==> config.mk <==
export PLATFORM = sky130hd
export DESIGN_NAME = ctt_cell
export DESIGN_NICKNAME = d
export VERILOG_FILES = /design/src/connection_tracking_table_assert.svh /design/src/ctt_pkg.sv /design/src/ctt_cell.sv
export SDC_FILE = /design/constraint.sdc
export NUM_CORES = 1
export LEC_CHECK = 0
export BUFFER_PORTS_ARGS = -buffer_cell sky130_fd_sc_hd__buf_4
export CORE_AREA = 2 2 661 663
export DETAILED_ROUTE_END_ITERATION = 16
export DIE_AREA = 0 0 663 665
export GPL_TIMING_DRIVEN = 0
export HOLD_SLACK_MARGIN = 0.08
export PLACE_DENSITY_LB_ADDON = 0.1
export SYNTH_ARGS = -nofsm -noshare
export SYNTH_HDL_FRONTEND = slang
export SYNTH_SLANG_ARGS = --single-unit
==> constraint.sdc <==
create_clock -name clk -period 5.45 [get_ports clk]
set_clock_uncertainty 0.2 [all_clocks]
set_input_delay 0.2725 -clock clk [delete_from_list [all_inputs] [get_ports clk]]
set_output_delay 0.2725 -clock clk [all_outputs]
set_load 0.01 [all_outputs]
==> src/connection_tracking_table_assert.svh <==
// Assertion macros, clocked on clk with reset rst_n.
`ifndef CONNECTION_TRACKING_TABLE_ASSERT_SVH
`define CONNECTION_TRACKING_TABLE_ASSERT_SVH

// cond in the same cycle implies prop
`define CTT_ASSERT_IMP(name, cond, prop) \
    name: assert property (@(posedge clk) disable iff (!rst_n) (cond) |-> (prop)) \
        else $error("ctt assertion failed");

// cond implies prop in the next cycle
`define CTT_ASSERT_NEXT(name, cond, prop) \
    name: assert property (@(posedge clk) disable iff (!rst_n) (cond) |=> (prop)) \
        else $error("ctt assertion failed");

`endif

==> src/ctt_pkg.sv <==
`default_nettype none
package ctt_pkg;

    localparam int NPROBE = 8;

    localparam logic [1:0] FUNC_INSERT = 2'd0;
    localparam logic [1:0] FUNC_LOOKUP = 2'd1;
    localparam logic [1:0] FUNC_DELETE = 2'd2;

    localparam logic [1:0] STATUS_OK   = 2'd0;
    localparam logic [1:0] STATUS_FULL = 2'd1;
    localparam logic [1:0] STATUS_MISS = 2'd2;

    localparam logic [31:0] TIMEOUT_RESET = 32'd1000000;

    localparam logic [2:0] CMD_NONE   = 3'd0;
    localparam logic [2:0] CMD_INSERT = 3'd1;
    localparam logic [2:0] CMD_TOUCH  = 3'd2;
    localparam logic [2:0] CMD_FREE   = 3'd3;
    localparam logic [2:0] CMD_EXPIRE = 3'd4;

    typedef struct packed {
        logic [7:0]  proto;
        logic [63:0] addrs;
        logic [31:0] ports;
    } key_t;

    typedef struct packed {
        logic [2:0]  op;
        key_t        key;
        logic [7:0]  handler;
        logic [7:0]  requestor;
        logic        reuse;
        logic [47:0] now;
        logic [31:0] timeout;
    } cmd_t;

    typedef struct packed {
        logic        hit;
        logic [15:0] age;
        logic [7:0]  handler;
        logic [7:0]  requestor;
        logic        reuse;
    } probe_best_t;

endpackage
`default_nettype wire

==> src/ctt_cell.sv <==
`default_nettype none
module ctt_cell
    import ctt_pkg::*;
#(
    parameter int SW  = 6,
    parameter int IW  = 6,
    parameter int IDX = 0
) (
    input  wire                                clk,
    input  wire                                rst_n,
    input  cmd_t                               cmd,
    input  wire  [IW-1:0]                      cmd_slot,
    input  key_t [NPROBE-1:0]                  keys,
    input  wire  [15:0]                        ins_cnt,
    input  probe_best_t [NPROBE-1:0]           best_in,
    input  wire  [NPROBE-1:0][SW-1:0]          bslot_in,
    input  wire                                free_found_in,
    input  wire  [SW-1:0]                      free_slot_in,
    output probe_best_t [NPROBE-1:0]           best_out,
    output logic [NPROBE-1:0][SW-1:0]          bslot_out,
    output logic                               free_found_out,
    output logic [SW-1:0]                      free_slot_out
);

    logic        valid_reg, valid_next;
    key_t        key_reg;
    logic [7:0]  handler_reg;
    logic [7:0]  requestor_reg;
    logic        reuse_reg;
    logic [47:0] last_reg;
    logic [15:0] seq_reg;

    logic        sel;
    logic        expired;
    logic [47:0] idle;
    logic [15:0] age;
    probe_best_t [NPROBE-1:0]  best_next;
    logic [NPROBE-1:0][SW-1:0] bslot_next;
    logic                      free_found_next;
    logic [SW-1:0]             free_slot_next;

    assign sel     = (cmd_slot == IW'(IDX));
    assign idle    = cmd.now - last_reg;
    assign expired = (cmd.now >= last_reg) && (idle > {16'd0, cmd.timeout});
    assign age     = ins_cnt - seq_reg;

    always_comb
    begin
        valid_next = valid_reg;
        case (cmd.op)
            CMD_INSERT: if (sel) valid_next = 1'b1;
            CMD_FREE:   if (sel) valid_next = 1'b0;
            CMD_EXPIRE: if (valid_reg && expired) valid_next = 1'b0;
            default:    valid_next = valid_reg;
        endcase
    end

    always_ff @(posedge clk or negedge rst_n)
    begin
        if (!rst_n)
        begin
            valid_reg <= 1'b0;
        end
        else
        begin
            valid_reg <= valid_next;
        end
    end

    always_ff @(posedge clk)
    begin
        if (cmd.op == CMD_INSERT && sel)
        begin
            key_reg       <= cmd.key;
            handler_reg   <= cmd.handler;
            requestor_reg <= cmd.requestor;
            reuse_reg     <= cmd.reuse;
            last_reg      <= cmd.now;
            seq_reg       <= ins_cnt;
        end
        else if (cmd.op == CMD_TOUCH && sel)
        begin
            last_reg <= cmd.now;
        end
    end

    // running best per probe; strict compare keeps the lower slot on a tie
    always_comb
    begin
        best_next       = best_in;
        bslot_next      = bslot_in;
        free_found_next = free_found_in;
        free_slot_next  = free_slot_in;
        if (!free_found_in && !valid_reg)
        begin
            free_found_next = 1'b1;
            free_slot_next  = SW'(IDX);
        end
        for (int k = 0; k < NPROBE; k++)
        begin
            if (valid_reg && key_reg == keys[k] && (!best_in[k].hit || age < best_in[k].age))
            begin
                best_next[k].hit       = 1'b1;
                best_next[k].age       = age;
                best_next[k].handler   = handler_reg;
                best_next[k].requestor = requestor_reg;
                best_next[k].reuse     = reuse_reg;
                bslot_next[k]          = SW'(IDX);
            end
        end
    end

    always_ff @(posedge clk or negedge rst_n)
    begin
        if (!rst_n)
        begin
            best_out       <= '0;
            bslot_out      <= '0;
            free_found_out <= 1'b0;
            free_slot_out  <= '0;
        end
        else
        begin
            best_out       <= best_next;
            bslot_out      <= bslot_next;
            free_found_out <= free_found_next;
            free_slot_out  <= free_slot_next;
        end
    end

endmodule
`default_nettype wire

==> Word-level counts from Yosys, hierarchy flattened <==
Index checks and enable logic that the tools add are counted.
{ "totals": {"ff_bits": 513, "inputBits": 1387} }
{ "classes": {"add_sub_neg": 2, "magnitude_cmp": 10, "n_eq_ne": 15, "n_mux": 24, "n_reduce_logical": 43} }
{ "ops": {"columns": ["cell", "count"], "rows": [
  ["$eq A104 B104 Y1", 8],
  ["$mux W34", 8],
  ["$lt A16 B16 Y1", 8],
  ["$mux W48", 2],
  ["$mux W6", 9],
  ["$ge A48 B48 Y1", 1],
  ["$gt A48 B32 Y1", 1],
  ["$sub A48 B48 Y48", 1],
  ["$logic_and A1 B1 Y1", 21],
  ["$sub A16 B16 Y16", 1],
  ["$logic_not A1 Y1", 10],
  ["$logic_or A1 B1 Y1", 8],
  ["$eq A3 B2 Y1 const B", 2],
  ["$logic_not A6 Y1", 1],
  ["$ne A2 B2 Y1 const B", 3],
  ["$mux W1", 4],
  ["$reduce_and A4 Y1", 1],
  ["$eq A3 B1 Y1 const B", 1],
  ["$eq A3 B3 Y1 const B", 1],
  ["$pmux W1 S3", 1],
  ["$reduce_bool A3 Y1", 1],
  ["$reduce_bool A2 Y1", 1]
]} }

==> Depth between registers and ports, before layout <==
{ "logic_depth": {"ltp_word": 6, "depth_mapped": 24, "depth_no_buf": 23} }

==> Least setup slack after synthesis <==
Ideal clock, no wire load.
{ "synth_path": {"path_kind": "input-to-reg", "start": "input port cmd_slot[0]", "end": "register valid_reg", "setup_ps": 67, "arrival_time_ps": 8348, "required_time_ps": 5183, "path_slack_ps": -3164, "stages": 11, "path_buffers": 0, "path_cell_list": "or4_1 -> nor4_1 -> nand2_1 -> nor2_1 -> a21oi_1 -> a2111oi_0 -> o21ai_0 -> a2111oi_0 -> nand4_1 -> nor4_1 -> a41o_1"} }
{ "synth_via": {"elab_chain_cells": 3, "elab_cells_between_ends": 4, "classes_between": "2 x eq/ne; 2 x reduce/logical"} }
{ "synth_rtl": {"columns": ["element", "line_no", "text"], "rows": [
  ["start: declaration", "ctt_cell.sv:12", "input wire [IW-1:0] cmd_slot,"],
  ["$logic_not A6 Y1 *", "ctt_cell.sv:42", "assign sel = (cmd_slot == IW'(IDX));"],
  ["$ne A2 B2 Y1 (no line)", null, null],
  ["$reduce_and A4 Y1 (no line) *", null, null],
  ["end signal: assignment", "ctt_cell.sv:66", "valid_reg <= valid_next;"],
  ["end: declaration", "ctt_cell.sv:25", "logic valid_reg, valid_next;"]
]} }
Every way passes the cells marked *; elsewhere a longest branch is shown, timed or not.
A chain may end at the register's enable or synchronous reset.

==> impl_metrics.json <==
{
  "powerDensity_nw_per_um2": 197.5,
  "r2r-end": "best_out[235]",
  "worst-r2r-setup-slack_ns": -0.18,
  "path_class": "flop to flop",
  "route.met2.wl_um": 187500,
  "route.met3.wl_um": 36160,
  "avgSynthCellArea_um2": 10.28,
  "status": "finished with violations",
  "drtIter0Drc": 3628,
  "endpoint": "best_out[235]",
  "crit_start": "key_reg[34]",
  "gp_congestion": 0.9267,
  "vias_per_cell": 3.463,
  "critPathMaxFanout": 5,
  "yosysSeqAreaShare": 0.3996,
  "grt_pass1_wl_um": 521400,
  "top_layer_used": "met5",
  "cts_buffers": 94,
  "p_leak_nw": 30.31,
  "die-area_um2": 440900,
  "tightestPinTransition_ns": 1.565,
  "cp-start-kind": "flop",
  "io-pin-count": 1714,
  "ant_nets": 0,
  "grt_overflow": 0,
  "reg2regPathDepth": 12,
  "row_count": 242,
  "timing.hold.ws_ns": 0.1361,
  "die_w_um": 663,
  "routedWlPerCell_um": 35.36,
  "dpl.hpwl_um": 368700,
  "violations": "max-capacitance violations, max-slew violations, negative setup slack",
  "synth_cells": 3349,
  "cts_tree": "built",
  "largest_reg_flops": 272,
  "maxSlewViolCount": 4,
  "htreeDepth": 3,
  "wl_um": 428700,
  "track_usage": 0.1865,
  "drc": 0,
  "netlist-cell-type-count": 71,
  "dieHeight_um": 665,
  "clk_latency_ns": 0.84,
  "cap_violations": 2,
  "vias": 41990,
  "max_freq_mhz": 177.7,
  "drive_gt1_frac": 0.3980,
  "setup_violations": 39,
  "io_buffers": 1713,
  "clkTransAtPathRegs_ns": 0.07,
  "antenna_found_initial": 248,
  "min_period_ns": 5.626,
  "cts_sinks": 513,
  "coreArea_um2": 433300,
  "hold_viol_final": 0,
  "critPathArrivalTime_ns": 6.09,
  "area_growth_pct": 105.8,
  "dp_slack_ns": -2.344,
  "ir_drop_uv": 246.4,
  "n_fill_cell": 48940,
  "finalNetCount": 7860,
  "synth.net_count": 4953,
  "hold_path_class": "input port to flop",
  "synthArstFlopShare": 0.6394,
  "cp-end-kind": "flop",
  "first_pass_iters": 6,
  "grt_pass1_vias": 42750,
  "relSlewSlack": -0.05103,
  "synth_edf_count": 185,
  "cts.path.max_buffers": 4,
  "rr_startpoint": "key_reg[34]",
  "synth_area_um2": 34440,
  "power_mw": 14.00,
  "initial_utilization": 0.07949,
  "synth_ff_type": "dfrtp_1",
  "timing.final.crit_share": 1.032,
  "met1_length_um": 193000,
  "cp.required_ns": 5.91,
  "rsz0062_at_grt": "true",
  "setup_ws_ns": -0.1763,
  "clockRootBuffer": "clkbuf_16",
  "yosysWarnings": 0,
  "grt_max_degree": 93,
  "ys_ff_latch": 513
}
==> through the flow <==
stage                 util  instances   TNS (ns)  area (um^2)
floorplan                -       3349          0        34450
global route        0.1634      12090    -0.4959        70810
finish              0.1636      12130     -3.187        70890
global placement    0.1257      10800   -1906.78        54490
detailed placement  0.1300      10880    -425.16        56350
CTS                 0.1618      12040  -0.001823        70100
==> where the power goes <==
| group | internal [mW] | switching, mW |
|---|---|---|
| combinational | 1.88 | 1.71 |
| clock | 3.64 | 2.58 |
| sequential | 4.13 | 0.0598 |
| total | 9.65 | 4.35 |
==> cell families after synthesis <==
kind of cell,synth area share
compound gates,0.1372
flops,0.3996
mux,0.08631
simple gates,0.09463
fa+ha+maj,0.07926
xor+xnor,0.1399
buf+inv,0.06313
==> layout by cell type, fill, tap and decap left out, drive strengths merged, types with 8 or more instances in the layout <==
cell,instances
o2111ai,8
o21ai,65
nand3,40
inv,406
xor2,314
nand2b,18
ha,215
nor2,64
clkinv,31
nor4,122
a221oi,72
buf,1900
nor2b,38
a21o,46
dlygate4sd3,960
mux2i,9
a22o,40
and2,35
edfxtp,185
a21boi,9
o221ai,15
or2,8
a21oi,116
o22ai,104
o21bai,13
and3,12
diode,62
mux2,256
a22oi,14
o21a,36
nand4,119
clkbuf,231
dfrtp,328
nand2,61
xnor2,236
o2bb2ai,60
or4,9
nor3,31
==> cells in the mapped netlist, types with 8 or more instances <==
cell,n,area [um^2]
nor4_1,121,757.0
or2_2,8,50.05
xor2_1,314,2750
o2bb2ai_1,60,525.5
nand2b_1,18,112.6
o2111ai_1,8,70.07
mux2i_1,9,90.09
clkbuf_1,112,420.4
o21ai_0,63,315.3
dfrtp_1,328,8208
a22o_1,40,350.3
nor2b_1,38,237.7
a21boi_0,9,67.56
edfxtp_1,185,5555
nand4_1,119,744.5
clkinv_1,8,30.03
nand2_1,61,229.0
a21oi_1,116,580.6
nor3_1,31,155.2
buf_2,28,140.1
a221oi_1,72,630.6
xnor2_1,236,2067
o21a_1,36,270.3
inv_1,401,1505
or4_1,9,67.56
a22oi_1,14,105.1
and2_1,34,212.7
nor2_1,64,240.2
and3_1,12,75.07
o21bai_1,13,97.59
a21o_1,46,345.3
nand3_1,40,200.2
mux2_2,253,2849
o221ai_1,15,131.4
ha_1,215,2690
o22ai_1,104,650.6
==> per-layer routing <==
metal,GRT usage,up-vias
met5,0,-
met4,0.04078,76
met3,0.05718,612
met2,0.2906,2186
met1,0.2510,21100
li1,-,18020
==> how the worst min path moves through the flow <==
| stage | depth (start not counted) | start | endpoint | slack, ns |
|---|---|---|---|---|
| after floorplan | 0 | rst_n | best_out[0] | -0.22 |
| after global placement | 1 | cmd[86] | requestor_reg[5] | 0.25 |
| after detailed placement | 1 | rst_n | best_out[3] | 0.01 |
| after CTS | 2 | cmd[57] | last_reg[25] | 0.08 |
| after global routing | 2 | cmd[108] | key_reg[11] | 0.10 |
| final | 2 | cmd[57] | last_reg[25] | 0.14 |
==> critical path, cell delays in order (launching register included) <==
cell and delay [ns]:
edfxtp_1 0.41, clkbuf_16 0.21, xnor2_2 0.13, nand4_1 0.98, nor4_4 0.90, buf_8 0.24, nand4_1 0.76, nor4_4 0.43
buf_6 0.18, o2111ai_4 0.23, buf_12 0.23, buf_16 0.15, mux2_4 0.32
==> layout make-up <==
cell class | instances | area [um^2] | share of cell area
clock inverters | 37 | 386.6 | 0.005454
clock buffers | 132 | 2635 | 0.03717
repair buffers | 2825 | 24740 | 0.3489
well taps | 5734 | 7174 | 0.1012
inverters | 413 | 1563 | 0.02204
multi-input cells | 2275 | 19490 | 0.2750
diodes | 62 | 155.1 | 0.002188
flip-flops and latches | 513 | 13760 | 0.1941
plain buffers | 134 | 985.9 | 0.01391
==> what timing repair did <==
item                                   CTS  global route
endpoints found under the hold margin  937             0
hold buffers                           961             0
gates resized for setup                177            92
cloned                                   0             2
setup buffers                           41            26
setup endpoints to repair              316           200
pin swaps                               34            41
No activity file was read; power rests on OpenSTA's default activity.
